<file path="src/tlpc_pkg.sv">
// Shared types, codes and helper functions of the traffic light phase controller.
`default_nettype none

package tlpc_pkg;

   localparam int TickWidth  = 24;
   localparam int CountWidth = 16;
   localparam int BlinkWidth = 7;

   localparam logic [TickWidth-1:0]  TICK_MAX  = '1;
   localparam logic [CountWidth-1:0] COUNT_MAX = '1;
   localparam logic [BlinkWidth-1:0] NIGHT_BLINKS = 7'd100;

   // Reset values of the timing registers.
   localparam logic [TickWidth-1:0] MIN_GREEN_RESET   = 24'd5000;
   localparam logic [TickWidth-1:0] YELLOW_RESET      = 24'd3000;
   localparam logic [TickWidth-1:0] ALL_RED_RESET     = 24'd1000;
   localparam logic [TickWidth-1:0] SEC_GREEN_RESET   = 24'd5000;
   localparam logic [TickWidth-1:0] STARTUP_OFF_RESET = 24'd5000;
   localparam logic [TickWidth-1:0] BLINK_HALF_RESET  = 24'd500;
   localparam logic [TickWidth-1:0] SPEED_LIMIT_RESET = 24'd55;

   typedef enum logic [2:0] {
      CMD_TICK      = 3'd0,
      CMD_PRESS     = 3'd1,
      CMD_GATE_A    = 3'd2,
      CMD_GATE_B    = 3'd3,
      CMD_STOP_LINE = 3'd4,
      CMD_MODE      = 3'd5
   } cmd_type;

   typedef enum logic [1:0] {
      MODE_NONE      = 2'd0,
      MODE_EMERGENCY = 2'd1,
      MODE_NIGHT     = 2'd2,
      MODE_CLOSE     = 2'd3
   } mode_type;

   typedef enum logic [1:0] {
      LAMP_OFF    = 2'd0,
      LAMP_GREEN  = 2'd1,
      LAMP_YELLOW = 2'd2,
      LAMP_RED    = 2'd3
   } lamp_type;

   typedef enum logic [3:0] {
      PH_STARTUP = 4'd0,
      PH_GREEN   = 4'd1,
      PH_YELLOW  = 4'd2,
      PH_ALLRED  = 4'd3,
      PH_SGREEN  = 4'd4,
      PH_SYELLOW = 4'd5,
      PH_NOFF    = 4'd6,
      PH_NON     = 4'd7,
      PH_HALT    = 4'd8
   } phase_type;

   typedef enum logic [2:0] {
      CSR_MIN_GREEN   = 3'd0,
      CSR_YELLOW      = 3'd1,
      CSR_ALL_RED     = 3'd2,
      CSR_SEC_GREEN   = 3'd3,
      CSR_STARTUP_OFF = 3'd4,
      CSR_BLINK_HALF  = 3'd5,
      CSR_SPEED_LIMIT = 3'd6
   } csr_index_type;

   typedef struct packed {
      logic [TickWidth-1:0] min_green;
      logic [TickWidth-1:0] yellow;
      logic [TickWidth-1:0] all_red;
      logic [TickWidth-1:0] sec_green;
      logic [TickWidth-1:0] startup_off;
      logic [TickWidth-1:0] blink_half;
      logic [TickWidth-1:0] speed_limit;
   } tlpc_cfg_type;

   typedef struct packed {
      lamp_type              main_light;
      lamp_type              secondary_light;
      logic [CountWidth-1:0] main_red_count;
      logic [CountWidth-1:0] secondary_red_count;
      logic [CountWidth-1:0] speeding_count;
      logic                  halted;
   } tlpc_result_type;

   typedef struct packed {
      lamp_type main_lamp;
      lamp_type sec_lamp;
   } lamp_pair_type;

   // A zero length counts as one tick.
   function automatic logic [TickWidth-1:0] at_least_one(input logic [TickWidth-1:0] v);
      return (v == '0) ? {{(TickWidth-1){1'b0}}, 1'b1} : v;
   endfunction

   function automatic logic [CountWidth-1:0] sat_inc(input logic [CountWidth-1:0] v);
      return (v == COUNT_MAX) ? v : v + 1'b1;
   endfunction

   // Lamp pattern shown in each phase.
   function automatic lamp_pair_type phase_lamps(input phase_type ph);
      lamp_pair_type lp;
      case (ph)
         PH_GREEN:   lp = '{LAMP_GREEN, LAMP_RED};
         PH_YELLOW:  lp = '{LAMP_YELLOW, LAMP_RED};
         PH_ALLRED:  lp = '{LAMP_RED, LAMP_RED};
         PH_SGREEN:  lp = '{LAMP_RED, LAMP_GREEN};
         PH_SYELLOW: lp = '{LAMP_RED, LAMP_YELLOW};
         PH_NON:     lp = '{LAMP_YELLOW, LAMP_YELLOW};
         default:    lp = '{LAMP_OFF, LAMP_OFF};
      endcase
      return lp;
   endfunction

endpackage

`default_nettype wire

</file>
<file path="src/tlpc_channels.sv">
// Channel interfaces for requests, results and register writes.
`default_nettype none

interface tlpc_req_if;
   logic       valid;
   logic       ready;
   logic [2:0] command;
   logic [1:0] mode_code;
   modport source (output valid, command, mode_code, input ready);
   modport sink (input valid, command, mode_code, output ready);
endinterface

interface tlpc_rsp_if;
   logic        valid;
   logic        ready;
   logic [1:0]  main_light;
   logic [1:0]  secondary_light;
   logic [15:0] main_red_count;
   logic [15:0] secondary_red_count;
   logic [15:0] speeding_count;
   logic        halted;
   modport source (output valid, main_light, secondary_light, main_red_count,
                   secondary_red_count, speeding_count, halted, input ready);
   modport sink (input valid, main_light, secondary_light, main_red_count,
                 secondary_red_count, speeding_count, halted, output ready);
endinterface

interface tlpc_csr_if;
   logic        valid;
   logic        ready;
   logic [2:0]  index;
   logic [23:0] data;
   modport source (output valid, index, data, input ready);
   modport sink (input valid, index, data, output ready);
endinterface

`default_nettype wire

</file>
<file path="src/traffic_light_phase_controller.sv">
// A request's result is formed combinationally and registered in the output register when the request is accepted.
// Throughput: one request per cycle; a new request is taken while a result waits,
// as long as that result is taken in the same cycle. The state update of the phase
// core for each accepted request sets this figure.
// Reset (synchronous): timing registers return to defaults, lamps off in the startup
// phase, counters cleared, no result pending.
`default_nettype none

module traffic_light_phase_controller import tlpc_pkg::*; (
   input wire logic   clock,
   input wire logic   reset,
   tlpc_req_if.sink   req_ch,
   tlpc_rsp_if.source rsp_ch,
   tlpc_csr_if.sink   csr_ch
);

   tlpc_cfg_type    cfg_ff, cfg_in;
   tlpc_result_type rsp_data_ff, rsp_data_in;
   logic            rsp_valid_ff, rsp_valid_in;
   tlpc_result_type core_result;
   logic            req_fire;

   assign req_ch.ready = !rsp_valid_ff || rsp_ch.ready;
   assign req_fire     = req_ch.valid && req_ch.ready;
   assign csr_ch.ready = 1'b1;

   // Register writes; indexes beyond the list are dropped.
   always_comb begin
      cfg_in = cfg_ff;
      if (csr_ch.valid) begin
         case (csr_index_type'(csr_ch.index))
            CSR_MIN_GREEN:   cfg_in.min_green   = csr_ch.data;
            CSR_YELLOW:      cfg_in.yellow      = csr_ch.data;
            CSR_ALL_RED:     cfg_in.all_red     = csr_ch.data;
            CSR_SEC_GREEN:   cfg_in.sec_green   = csr_ch.data;
            CSR_STARTUP_OFF: cfg_in.startup_off = csr_ch.data;
            CSR_BLINK_HALF:  cfg_in.blink_half  = csr_ch.data;
            CSR_SPEED_LIMIT: cfg_in.speed_limit = csr_ch.data;
            default: ;
         endcase
      end
   end

   tlpc_core u_core (
      .clock     (clock),
      .reset     (reset),
      .req_fire  (req_fire),
      .command   (cmd_type'(req_ch.command)),
      .mode_code (mode_type'(req_ch.mode_code)),
      .cfg       (cfg_ff),
      .result    (core_result)
   );

   // Output register: loads on each request, empties when the result is taken.
   always_comb begin
      rsp_data_in  = rsp_data_ff;
      rsp_valid_in = rsp_valid_ff;
      if (req_fire) begin
         rsp_data_in  = core_result;
         rsp_valid_in = 1'b1;
      end else if (rsp_ch.ready) begin
         rsp_valid_in = 1'b0;
      end
   end

   always_ff @(posedge clock) begin
      if (reset) begin
         cfg_ff.min_green   <= MIN_GREEN_RESET;
         cfg_ff.yellow      <= YELLOW_RESET;
         cfg_ff.all_red     <= ALL_RED_RESET;
         cfg_ff.sec_green   <= SEC_GREEN_RESET;
         cfg_ff.startup_off <= STARTUP_OFF_RESET;
         cfg_ff.blink_half  <= BLINK_HALF_RESET;
         cfg_ff.speed_limit <= SPEED_LIMIT_RESET;
         rsp_valid_ff       <= 1'b0;
      end else begin
         cfg_ff       <= cfg_in;
         rsp_valid_ff <= rsp_valid_in;
      end
   end

   always_ff @(posedge clock) begin
      rsp_data_ff <= rsp_data_in;
   end

   assign rsp_ch.valid               = rsp_valid_ff;
   assign rsp_ch.main_light          = rsp_data_ff.main_light;
   assign rsp_ch.secondary_light     = rsp_data_ff.secondary_light;
   assign rsp_ch.main_red_count      = rsp_data_ff.main_red_count;
   assign rsp_ch.secondary_red_count = rsp_data_ff.secondary_red_count;
   assign rsp_ch.speeding_count      = rsp_data_ff.speeding_count;
   assign rsp_ch.halted              = rsp_data_ff.halted;

endmodule

`default_nettype wire

</file>
<file path="src/tlpc_core.sv">
// Phase sequencer, timers and infraction counters, updated once per request.
`default_nettype none

module tlpc_core import tlpc_pkg::*; (
   input  wire logic            clock,
   input  wire logic            reset,
   input  wire logic            req_fire,
   input  wire cmd_type         command,
   input  wire mode_type        mode_code,
   input  wire tlpc_cfg_type    cfg,
   output tlpc_result_type      result
);

   phase_type             phase_ff, phase_in;
   logic [TickWidth-1:0]  phase_timer_ff, phase_timer_in;
   logic                  short_green_ff, short_green_in;
   logic [TickWidth-1:0]  gate_timer_ff, gate_timer_in;
   mode_type              pending_mode_ff, pending_mode_in;
   logic [BlinkWidth-1:0] blink_count_ff, blink_count_in;
   logic [CountWidth-1:0] main_red_ff, main_red_in;
   logic [CountWidth-1:0] sec_red_ff, sec_red_in;
   logic [CountWidth-1:0] speeding_ff, speeding_in;
   logic                  stopped_ff, stopped_in;

   logic [TickWidth-1:0]  min_green;
   logic [TickWidth-1:0]  long_green;
   logic [TickWidth-1:0]  phase_len;
   logic [TickWidth-1:0]  timer_inc;
   logic [BlinkWidth-1:0] blink_inc;
   lamp_pair_type         cur_lamps;
   lamp_pair_type         new_lamps;

   // Length of the current phase; long main green is twice the minimum, saturated.
   always_comb begin
      min_green  = at_least_one(cfg.min_green);
      long_green = min_green[TickWidth-1] ? TICK_MAX : {min_green[TickWidth-2:0], 1'b0};
      case (phase_ff)
         PH_STARTUP:         phase_len = cfg.startup_off;
         PH_GREEN:           phase_len = short_green_ff ? min_green : long_green;
         PH_YELLOW,
         PH_SYELLOW:         phase_len = at_least_one(cfg.yellow);
         PH_ALLRED:          phase_len = cfg.all_red;
         PH_SGREEN:          phase_len = at_least_one(cfg.sec_green);
         PH_NOFF, PH_NON:    phase_len = at_least_one(cfg.blink_half);
         default:            phase_len = TICK_MAX;
      endcase
   end

   // Next state for one accepted request.
   always_comb begin
      phase_in        = phase_ff;
      phase_timer_in  = phase_timer_ff;
      short_green_in  = short_green_ff;
      gate_timer_in   = gate_timer_ff;
      pending_mode_in = pending_mode_ff;
      blink_count_in  = blink_count_ff;
      main_red_in     = main_red_ff;
      sec_red_in      = sec_red_ff;
      speeding_in     = speeding_ff;
      stopped_in      = stopped_ff;
      cur_lamps       = phase_lamps(phase_ff);
      timer_inc       = (phase_timer_ff == TICK_MAX) ? phase_timer_ff : phase_timer_ff + 1'b1;
      blink_inc       = blink_count_ff + 1'b1;

      if (req_fire && !stopped_ff) begin
         case (command)
            CMD_TICK: begin
               if (gate_timer_ff != TICK_MAX) begin
                  gate_timer_in = gate_timer_ff + 1'b1;
               end
               phase_timer_in = timer_inc;
               if (timer_inc >= phase_len) begin
                  phase_timer_in = '0;
                  case (phase_ff)
                     PH_STARTUP, PH_SYELLOW: begin
                        // Cycle start: act on the latched remote mode and clear it.
                        pending_mode_in = MODE_NONE;
                        if (pending_mode_ff == MODE_NIGHT) begin
                           blink_count_in = '0;
                           phase_in       = PH_NOFF;
                        end else if (pending_mode_ff == MODE_CLOSE) begin
                           stopped_in = 1'b1;
                           phase_in   = PH_HALT;
                        end else begin
                           phase_in = PH_GREEN;
                        end
                     end
                     PH_GREEN: begin
                        short_green_in = 1'b0;
                        phase_in       = PH_YELLOW;
                     end
                     PH_YELLOW: begin
                        phase_in = (cfg.all_red == '0) ? PH_SGREEN : PH_ALLRED;
                     end
                     PH_ALLRED: phase_in = PH_SGREEN;
                     PH_SGREEN: phase_in = PH_SYELLOW;
                     PH_NOFF:   phase_in = PH_NON;
                     PH_NON: begin
                        // One full blink done; leave night mode after the last one.
                        if (blink_inc >= NIGHT_BLINKS) begin
                           blink_count_in = '0;
                           phase_in       = PH_GREEN;
                        end else begin
                           blink_count_in = blink_inc;
                           phase_in       = PH_NOFF;
                        end
                     end
                     default: phase_timer_in = timer_inc;
                  endcase
               end
            end
            CMD_PRESS:  short_green_in = 1'b1;
            CMD_GATE_A: gate_timer_in = '0;
            CMD_GATE_B: begin
               if (gate_timer_ff < at_least_one(cfg.speed_limit)) begin
                  speeding_in = sat_inc(speeding_ff);
               end
               if (cur_lamps.main_lamp == LAMP_RED) begin
                  main_red_in = sat_inc(main_red_ff);
               end
            end
            CMD_STOP_LINE: begin
               if (cur_lamps.sec_lamp == LAMP_RED) begin
                  sec_red_in = sat_inc(sec_red_ff);
               end
            end
            CMD_MODE: pending_mode_in = mode_code;
            default: ;
         endcase
      end

      // Result reflects the state after this request.
      new_lamps                  = phase_lamps(phase_in);
      result.main_light          = new_lamps.main_lamp;
      result.secondary_light     = new_lamps.sec_lamp;
      result.main_red_count      = main_red_in;
      result.secondary_red_count = sec_red_in;
      result.speeding_count      = speeding_in;
      result.halted              = stopped_in;
   end

   // State registers.
   always_ff @(posedge clock) begin
      if (reset) begin
         phase_ff        <= PH_STARTUP;
         phase_timer_ff  <= '0;
         short_green_ff  <= 1'b0;
         gate_timer_ff   <= TICK_MAX;
         pending_mode_ff <= MODE_NONE;
         blink_count_ff  <= '0;
         main_red_ff     <= '0;
         sec_red_ff      <= '0;
         speeding_ff     <= '0;
         stopped_ff      <= 1'b0;
      end else begin
         phase_ff        <= phase_in;
         phase_timer_ff  <= phase_timer_in;
         short_green_ff  <= short_green_in;
         gate_timer_ff   <= gate_timer_in;
         pending_mode_ff <= pending_mode_in;
         blink_count_ff  <= blink_count_in;
         main_red_ff     <= main_red_in;
         sec_red_ff      <= sec_red_in;
         speeding_ff     <= speeding_in;
         stopped_ff      <= stopped_in;
      end
   end

endmodule

`default_nettype wire

</file>
<file path="src/flat_wrapper.sv">
// flat-port wrapper written by rule: the top's interface ports become plain ports
module traffic_light_phase_controller_flat import tlpc_pkg::*;
  (clock, reset, req_ch_valid, req_ch_command, req_ch_mode_code, req_ch_ready, rsp_ch_valid, rsp_ch_main_light, rsp_ch_secondary_light, rsp_ch_main_red_count, rsp_ch_secondary_red_count, rsp_ch_speeding_count, rsp_ch_halted, rsp_ch_ready, csr_ch_valid, csr_ch_index, csr_ch_data, csr_ch_ready);
  tlpc_req_if req_ch_i ();
  tlpc_rsp_if rsp_ch_i ();
  tlpc_csr_if csr_ch_i ();
  input wire logic clock;
  input wire logic reset;
  input wire logic [$bits(req_ch_i.valid)-1:0] req_ch_valid;
  input wire logic [$bits(req_ch_i.command)-1:0] req_ch_command;
  input wire logic [$bits(req_ch_i.mode_code)-1:0] req_ch_mode_code;
  output wire logic [$bits(req_ch_i.ready)-1:0] req_ch_ready;
  output wire logic [$bits(rsp_ch_i.valid)-1:0] rsp_ch_valid;
  output wire logic [$bits(rsp_ch_i.main_light)-1:0] rsp_ch_main_light;
  output wire logic [$bits(rsp_ch_i.secondary_light)-1:0] rsp_ch_secondary_light;
  output wire logic [$bits(rsp_ch_i.main_red_count)-1:0] rsp_ch_main_red_count;
  output wire logic [$bits(rsp_ch_i.secondary_red_count)-1:0] rsp_ch_secondary_red_count;
  output wire logic [$bits(rsp_ch_i.speeding_count)-1:0] rsp_ch_speeding_count;
  output wire logic [$bits(rsp_ch_i.halted)-1:0] rsp_ch_halted;
  input wire logic [$bits(rsp_ch_i.ready)-1:0] rsp_ch_ready;
  input wire logic [$bits(csr_ch_i.valid)-1:0] csr_ch_valid;
  input wire logic [$bits(csr_ch_i.index)-1:0] csr_ch_index;
  input wire logic [$bits(csr_ch_i.data)-1:0] csr_ch_data;
  output wire logic [$bits(csr_ch_i.ready)-1:0] csr_ch_ready;
  assign req_ch_i.valid = req_ch_valid;
  assign req_ch_i.command = req_ch_command;
  assign req_ch_i.mode_code = req_ch_mode_code;
  assign req_ch_ready = req_ch_i.ready;
  assign rsp_ch_valid = rsp_ch_i.valid;
  assign rsp_ch_main_light = rsp_ch_i.main_light;
  assign rsp_ch_secondary_light = rsp_ch_i.secondary_light;
  assign rsp_ch_main_red_count = rsp_ch_i.main_red_count;
  assign rsp_ch_secondary_red_count = rsp_ch_i.secondary_red_count;
  assign rsp_ch_speeding_count = rsp_ch_i.speeding_count;
  assign rsp_ch_halted = rsp_ch_i.halted;
  assign rsp_ch_i.ready = rsp_ch_ready;
  assign csr_ch_i.valid = csr_ch_valid;
  assign csr_ch_i.index = csr_ch_index;
  assign csr_ch_i.data = csr_ch_data;
  assign csr_ch_ready = csr_ch_i.ready;
  traffic_light_phase_controller u_core (.clock(clock), .reset(reset), .req_ch(req_ch_i), .rsp_ch(rsp_ch_i), .csr_ch(csr_ch_i));
endmodule
</file>
<file path="config.mk">
export PLATFORM = sky130hd
export DESIGN_NAME = traffic_light_phase_controller_flat
export DESIGN_NICKNAME = d
export VERILOG_FILES = /design/src/tlpc_pkg.sv /design/src/tlpc_channels.sv /design/src/traffic_light_phase_controller.sv /design/src/tlpc_core.sv /design/src/flat_wrapper.sv
export SDC_FILE = /design/constraint.sdc
export NUM_CORES = 1
export LEC_CHECK = 0
export ABC_CLOCK_PERIOD_IN_PS = 5550
export BUFFER_PORTS_ARGS = -buffer_cell sky130_fd_sc_hd__buf_2
export CORE_MARGIN = 2
export CORE_UTILIZATION = 40
export CTS_BUF_LIST = sky130_fd_sc_hd__clkbuf_8
export CTS_CLUSTER_SIZE = 24
export DETAILED_ROUTE_END_ITERATION = 10
export PLACE_DENSITY = 0.64
export SYNTH_ARGS = -nofsm -noshare
export SYNTH_HDL_FRONTEND = slang
export SYNTH_SLANG_ARGS = --single-unit
</file>
<file path="constraint.sdc">
create_clock -name clock -period 5.55 [get_ports clock]
set_clock_uncertainty 0.2 [all_clocks]
set_input_delay 0 -clock clock [delete_from_list [all_inputs] [get_ports clock]]
set_output_delay 0 -clock clock [all_outputs]
set_load 0.01 [all_outputs]
</file>
* After elaboration in Yosys (flattened, before gate mapping)
Index checks and enable logic that the tools add are counted.
** Word-level totals
- Register bits :: 333
- Bits of input ports :: 37
- Output and inout port bits :: 56
- Logic and storage cells :: 158
** Operators by class
- Add/subtract/negate cells :: 6
- Magnitude comparators :: 3
- Eq/ne operators :: 38
- Muxes and demuxes :: 52
- Reductions and logical operators :: 35
** Operator list (count)
- $mux 24 :: 11
- $mux 16 :: 12
- $logic_not 24->1 :: 6
- $pmux 24 s6 :: 1
- $add 16x1->16 const B :: 3
- $add 24x1->24 const B :: 2
- $eq 16x16->1 const B :: 3
- $pmux 24 s2 :: 1
- $pmux 4 s6 :: 2
- $eq 4x3->1 const B :: 7
- $pmux 4 s7 :: 1
- $eq 24x24->1 const B :: 1
- $ge 24x24->1 :: 1
- $lt 24x24->1 :: 1
- $ne 24x24->1 const B :: 1
- $mux 4 :: 5
- $eq 4x2->1 const B :: 4
- $reduce_and 2->1 :: 8
- $eq 3x3->1 const B :: 5
- $mux 7 :: 2
- $pmux 7 s2 :: 1
- $eq 3x2->1 const B :: 4
- $mux 1 :: 10
- $reduce_bool 2->1 :: 5
- 21 further kinds :: 37

* Depth between registers and ports, before layout
Gate-level depths: netlist (run 1).
- Depth after elaboration :: 11
- Mapped depth :: 19
- Mapped depth without buffers :: 16

* Cells and area by module
A second synthesis (run 1) with hierarchy kept.
** Unflattened totals
- Cell total of the unflattened synthesis :: 1787
- Area, all modules :: 16726.0 um^2
** By module, submodules not included
- tlpc_core :: times used 1, cells each 1128, area an instance 8529.4 um^2, seq. area each 2222.1 um^2
- traffic_light_phase_controller :: times used 1, cells each 659, area an instance 8196.6 um^2, seq. area each 4974.8 um^2

* Worst setup path after synthesis (run 1)
No wires, ideal clock.
- Path type :: flip-flop to flip-flop
- From :: register u_core.u_core.phase_ff[1]
- To :: register u_core.rsp_data_ff, in the netlist u_core.rsp_ch.secondary_light[0], data pin
- Library setup time :: 0.146 ns
- Data arrival time :: 3.884 ns
- Data required time :: 5.204 ns
- Setup slack :: 1.320 ns
- Cell stages (with the launch flop) :: 18
- Path buffers :: 3
- Period minus slack after synthesis :: 4.230 ns
- Cells stage by stage :: dfxtp_1 > clkbuf_1 > nand2_1 > o22ai_1 > nor2b_1 > clkbuf_1 > nor2b_1 > clkbuf_1 > a21oi_1 > ha_1 > nand4_1 > nor3_1 > nand2_1 > o211a_2 > nor4_1 > o21ai_0 > or3_1 > a21oi_1
** RTL lines
- from (decl) :: line tlpc_core.sv:14 : phase_type phase_ff, phase_in;
- from (signal assigned) :: line tlpc_core.sv:156 : phase_ff <= phase_in;
- to (signal assigned) :: line traffic_light_phase_controller.sv:83 : rsp_data_ff <= rsp_data_in;
- to (decl) :: line traffic_light_phase_controller.sv:18 : tlpc_result_type rsp_data_ff, rsp_data_in;

==> summary.md, run 1 <==
| Metric | Value |
|---|---|
| Max VDD drop | 193 uV |
| Worst hold slack | 0.0625 ns |
| CTS H-tree depth | 2 |
| Skew-Pair Late Insertion Delay | 0.66 ns |
| Post-synth ARST share | 0% |
| Clock sink total | 333 |
| Synth top area share | 34.6% |
| Num ports | 93 |
| Drt initial violations | 1186 |
| First-pass GRT wire length | 72800 um |
| Clock Tree Root | clkbuf_8 |
| Placed Cells | 2494 |
| Actual slew at the worst max-slew pin | 1.23 ns |
| Core box area | 39800 sq um |
| Class of the most critical setup path | reg2reg |
| Layout Nets | 2173 |
| Fin cells | 2651 |
| GRT overflow | 0 |
| Die Ht | 205 um |
| Tmin final | 5.00 ns |
| CTS clk-pin slew, worst paths | 0.06 ns |
| Leakage power total | 7.11 nW |
| Most frequent cells in the layout | nand2_1 (431), dfxtp_1 (280), a21oi_1 (221) |
| Total CTS buffers | 58 |
| Final setup fails | 0 |
| Leading cell type in the layout, fill and taps excluded | nand2_1 |
| Multi-input logic area | 8500 sq um |
| Crit Reg-Reg Startpoint | u_core.u_core.phase_ff[1] |
| Ys Warns | 0 |
| Placer Congestion | 0.879 |
| R2R Setup Slk | 0.55 ns |
| Fmax | 0.200 GHz |
| Initial core utilization | 40.7% |
| WL final | 46000 um |
| CP endpoint kind | flop |
| # port buffers | 91 |
| Layout fillers | 3840 |
| Final slew viol count | 0 |
| Reg area | 7200 sq um |
| Fin. Hold Viols | 0 |
| Period utilization | 90.0% |
| Status | completed |
| Hold EP | u_core.cfg_ff[94] |
| Max_cap viols | 0 |
| Max FO, Critical Path | 15 |
| DPL Wire Length | 31300 um |
| Relative slew slack | 17.8% |
| Cell Rows | 73 |
| Startpoint types | flop |
| Post-synthesis cell count | 1961 |
| Pre-Repair DR Iteration Count | 6 |
| Clock buffer depth | 3 |
| Number of synthesized register bits | 333 |
| Pwr Density | 277 nW/um^2 |
| Unrepaired setup endpoints after global routing | false |
| Post-synth EDFFs | 53 |
| Vias | 14600 |
| Antenna Nets Post-Route | 0 |
| Post-synth cell types | 78 |
| Mapped Nets | 2051 |
| Worst EP arrival | 5.27 ns |
| Avg Cell Area, Syn | 8.26 sq um |
| R2R depth | 15 |
| Worst Hold Depth | 4 |
| Seq/Total Area, Yosys | 44.4% |
| Largest net degree at the start of global routing | 228 |
| Proportion of layout cells with a drive suffix above 1 | 10.5% |
| Post-route worst setup slack | 0.553 ns |
| DIE AREA | 42100 sq um |
| Ant. Diodes | 0 |
| CTS tree | yes |
| Area contributors post-synth | dfxtp_1 (35%), nand2_1 (10%), edfxtp_1 (9.8%) |
| Pre-CTS setup slack | 0.407 ns |
| Ys flop type | dfxtp_1 |
| Vias in the first global route | 13800 |
| Routed WL per cell | 17.4 um |
| Number of remaining DRC errors | 0 |
| Final total power | 5.22 mW |
| Hold crit path type | in2reg |
| All-Layer GR Usage | 21.7% |
| Cell Area, Synth | 16200 sq um |
| Area Overhead vs Synth | 16.2% |
| RR Endpoint | u_core.rsp_ch.main_light[1] |
| Die W | 205 um |
| Setup TNS | 0 ns |
| Area leader, netlist | dfxtp_1 |
| Origin of the worst min-delay path | csr_ch_data[22] |
| Worst EP required | 5.82 ns |
| Vias/cell | 5.50 |
| Antenna violations before repair | 0 |
## layout make-up
cell class                      count  area share, %
Multi-Input combinational cell   1489           45.2
Sequential cell                   333           38.2
Timing Repair Buffer              165           6.20
Clock buffer                       73           5.34
Tap cell                          525           3.49
Clock inverter                     30          0.877
Inverter                           36          0.718
## Yosys cell counts, drive strengths merged, types with 30 or more instances
master,count
nand2,431
dfxtp,280
a21oi,222
nor2,114
clkbuf,100
nand3,76
o21ai,70
nor2b,63
edfxtp,53
ha,53
a22oi,51
nand3b,51
xnor2,43
nor4,39
inv,36
nand4,30
## what timing repair did
item                       in CTS  in global routing
setup endpoints to repair       0                  9
resized for setup               0                  1
hold endpoints to repair      287                  0
hold buffers                   54                  0
buffers inserted                0                  0
## registers in the layout, summed over array words and instances, names as in the netlist, 2 cells and up
signal	count
u_core.rsp_ch.main_red_count	16
u_core.u_core.blink_count_ff	7
u_core.rsp_ch.secondary_red_count	16
u_core.u_core.phase_ff	4
u_core.u_core.gate_timer_ff	24
u_core.u_core.main_red_ff	16
u_core.rsp_ch.speeding_count	16
u_core.rsp_ch.main_light	2
u_core.u_core.sec_red_ff	16
u_core.u_core.pending_mode_ff	2
u_core.u_core.speeding_ff	16
u_core.u_core.phase_timer_ff	24
u_core.rsp_ch.secondary_light	2
u_core.cfg_ff	168
## per-layer routing
metal | GRT usage (%) | share of wire, %
met4 | 9.89 | 4.0
met5 | 0 | 0
met3 | 5.08 | 7.5
met2 | 33.4 | 44
met1 | 28.9 | 45
## cell families (layout without fill, tap and decap cells)
family / after synthesis / count (layout) / synth area share [%]
and+or+nand+nor: 920 / 920 / 27.5
AOI/OAI and AO/OA: 428 / 428 / 15.8
adders and majority gates: 53 / 53 / 4.09
xor gates and xnor gates: 70 / 70 / 3.78
other: 1 / 1 / 0.0231
DFF: 333 / 333 / 44.4
buffers and inverters: 139 / 304 / 3.29
muxes: 17 / 17 / 1.17
## worst max-delay path by stage
stage,start,endpoint,slack (ns),depth (start not counted)
2_1_floorplan,u_core.u_core.phase_ff[1],u_core.rsp_ch.secondary_light[0],1.32,17
3_3_place_gp,u_core.u_core.phase_timer_ff[5],u_core.u_core.phase_timer_ff[1],0.56,17
3_5_place_dp,u_core.u_core.phase_timer_ff[5],u_core.u_core.phase_timer_ff[2],0.41,17
4_1_cts,u_core.u_core.phase_timer_ff[5],u_core.u_core.phase_timer_ff[22],0.36,17
5_1_grt,u_core.u_core.phase_ff[0],u_core.rsp_ch.main_light[1],0.14,15
6_report,u_core.u_core.phase_ff[1],u_core.rsp_ch.main_light[1],0.55,15
## critical path, stage by stage, from the launching register on
cell and delay [ns]:
dfxtp_1 0.63, nand2_1 0.18, o22ai_1 0.15, nor2b_1 0.50
nor2b_1 0.20, buf_4 0.20, a21oi_1 0.11, ha_1 0.29
a2111oi_0 0.38, o21ai_1 0.12, a221oi_1 0.43, o211a_2 0.38
nor4_1 0.09, o21ai_0 0.55, nor3_1 0.13, a211oi_1 0.25
## through the flow
step / util, % / area (sq um)
2_1_floorplan: - / 16200
3_3_place_gp: 43.0 / 17100
3_5_place_dp: 43.0 / 17100
4_1_cts: 47.3 / 18800
5_1_grt: 47.3 / 18800
6_report: 47.3 / 18800
## power breakdown
part / switching (mW) / internal (mW)
combinational: 0.248 / 0.152
sequential: 0.0500 / 2.52
clock: 1.03 / 1.22
Note: power is estimated with default switching activity, not from simulation.
==> run 2, diff against run 1 <==
RECOVER_POWER = 100   (was not set)
SKIP_LAST_GASP = 1   (was not set)
==> summary.md, run 2 (same netlist as run 1, synthesis figures left out) <==
| Metric | Value |
|---|---|
| Number of remaining DRC errors | 0 |
| Drt initial violations | 1139 |
| Total CTS buffers | 58 |
| Setup TNS | 0 ns |
| DPL Wire Length | 31300 um |
| Num ports | 93 |
| Die W | 205 um |
| Leading cell type in the layout, fill and taps excluded | nand2_1 |
| Clock Tree Root | clkbuf_8 |
| CP max-delay cell | dfxtp_1 |
| Proportion of layout cells with a drive suffix above 1 | 7.15% |
| Hold crit path type | in2reg |
| Initial core utilization | 40.7% |
| Clock sink total | 333 |
| Largest net degree at the start of global routing | 228 |
| CP Depth | 15 |
| Failing checks | max-capacitance violations, max-slew violations |
| Relative slew slack | -84.5% |
| Worst Hold Depth | 4 |
| Startpoint types | flop |
| Die Ht | 205 um |
| Worst path max stage delay | 0.64 ns |
| Worst EP arrival | 5.30 ns |
| Area Overhead vs Synth | 15.4% |
| Vias in the first global route | 13800 |
| Status | finished with violations |
| Max VDD drop | 193 uV |
| Final slew viol count | 342 |
| Placer Congestion | 0.879 |
| Pre-Repair DR Iteration Count | 6 |
| All-Layer GR Usage | 21.7% |
| Fmax | 0.199 GHz |
| Worst hold slack | 0.0607 ns |
| Top flop regs | u_core.cfg_ff (168), u_core.u_core.gate_timer_ff (24), u_core.u_core.phase_timer_ff (24) |
| WL final | 46200 um |
| DIE AREA | 42100 sq um |
| Routed WL per cell | 17.4 um |
| Period utilization | 90.6% |
| Antenna violations before repair | 0 |
| Core box area | 39800 sq um |
| Class of the most critical setup path | reg2reg |
| Pwr Density | 279 nW/um^2 |
| Most frequent cells in the layout | nand2_1 (431), dfxtp_1 (280), a21oi_1 (222) |
| Skew-Pair Late Insertion Delay | 0.67 ns |
| Most flops, register | u_core.cfg_ff |
| Layout Nets | 2173 |
| Tmin final | 5.03 ns |
| Leakage power total | 6.92 nW |
| Worst path cell trace | nand2_1 > o22ai_1 > nor2b_1 > nor2b_1 > buf_4 > a21oi_1 > ha_1 > a2111oi_0 > o21ai_0 > a221oi_1 > o211a_2 > nor4_1 > o21ai_0 > nor3_1 > a211oi_1 |
| Final setup fails | 0 |
| Vias/cell | 5.49 |
| CTS clk-pin slew, worst paths | 0.06 ns |
| Worst EP required | 5.82 ns |
| CP endpoint kind | flop |
| First-pass GRT wire length | 72800 um |
| CTS H-tree depth | 2 |
| Ant. Diodes | 0 |
| Max_cap viols | 3 |
| Largest register FFs | 168 |
| R2R depth | 15 |
| GRT overflow | 0 |
| Antenna Nets Post-Route | 0 |
| Max FO, Critical Path | 15 |
| Clock buffer depth | 3 |
| Actual slew at the worst max-slew pin | 2.77 ns |
| Multi-input logic area | 8480 sq um |
| Vias | 14600 |
| # port buffers | 91 |
| CP top delay family | compound AO/OA/AOI/OAI gates |
| Unrepaired setup endpoints after global routing | false |
| Cell Rows | 73 |
| Reg area | 7200 sq um |
| Fin. Hold Viols | 0 |
| CTS tree | yes |
| Layout fillers | 3885 |
| Crit path buf inv count | 1 |
-- run 2: worst paths after layout --
| check | to | slack (ns) | startpoint |
|---|---|---|---|
| max | u_core.rsp_ch.main_light[1] | 0.52 | u_core.u_core.phase_ff[1] |
| max reg2reg | u_core.rsp_ch.main_light[1] | 0.52 | u_core.u_core.phase_ff[1] |
| min | u_core.cfg_ff[96] | 0.06 | csr_ch_data[0] |
| min reg2reg | u_core.cfg_ff[65] | 0.26 | u_core.cfg_ff[65] |
-- run 2: layout make-up --
class | count | share of cell area [%]
Tap cell | 525 | 3.51
Timing Repair Buffer | 165 | 5.69
Clock buffer | 73 | 5.37
Clock inverter | 30 | 0.883
Sequential cell | 333 | 38.5
Inverter | 36 | 0.723
Multi-Input combinational cell | 1489 | 45.3
-- run 2: timing repair --
item / in CTS / in global routing
gates resized for setup: 0 / 1
hold buffers: 54 / 0
endpoints found under the hold margin: 287 / 0
buffers inserted: 0 / 0
setup endpoints to repair: 0 / 9
-- run 2: power breakdown --
part	total [mW]	internal [mW]	switching [mW]
clock	2.26	1.22	1.03
sequential	2.57	2.52	0.0506
combinational	0.393	0.145	0.248
total	5.22	3.88	1.33
-- run 2: metal layers --
layer,share of wire (%),wire length [um],vias up,track usage [%]
met4,4.1,1880,0,9.89
met2,44,20100,480,33.4
li1,-,-,7147,-
met3,7.4,3430,112,5.08
met1,45,20800,6820,28.9
met5,0,0,-,0
-- run 2: per-stage QoR --
stage          setup WS [ns]  cells  util (%)  power [mW]  cell area [sq um]
2_1_floorplan           1.32   1961         -        2.84              16200
3_5_place_dp           0.407   2494      43.0        2.99              17100
3_3_place_gp           0.559   2494      43.0        2.97              17100
4_1_cts                0.364   2651      47.3        5.26              18800
6_report               0.520   2651      47.0        5.22              18700
5_1_grt               0.0747   2651      47.0        5.42              18700
-- run 2: worst register-to-register path: stages, from the launching register on --
cell and delay [ns]:
dfxtp_1 0.64, nand2_1 0.18, o22ai_1 0.15, nor2b_1 0.50, nor2b_1 0.20, buf_4 0.21
a21oi_1 0.11, ha_1 0.29, a2111oi_0 0.36, o21ai_0 0.15, a221oi_1 0.44, o211a_2 0.38
nor4_1 0.09, o21ai_0 0.56, nor3_1 0.14, a211oi_1 0.26
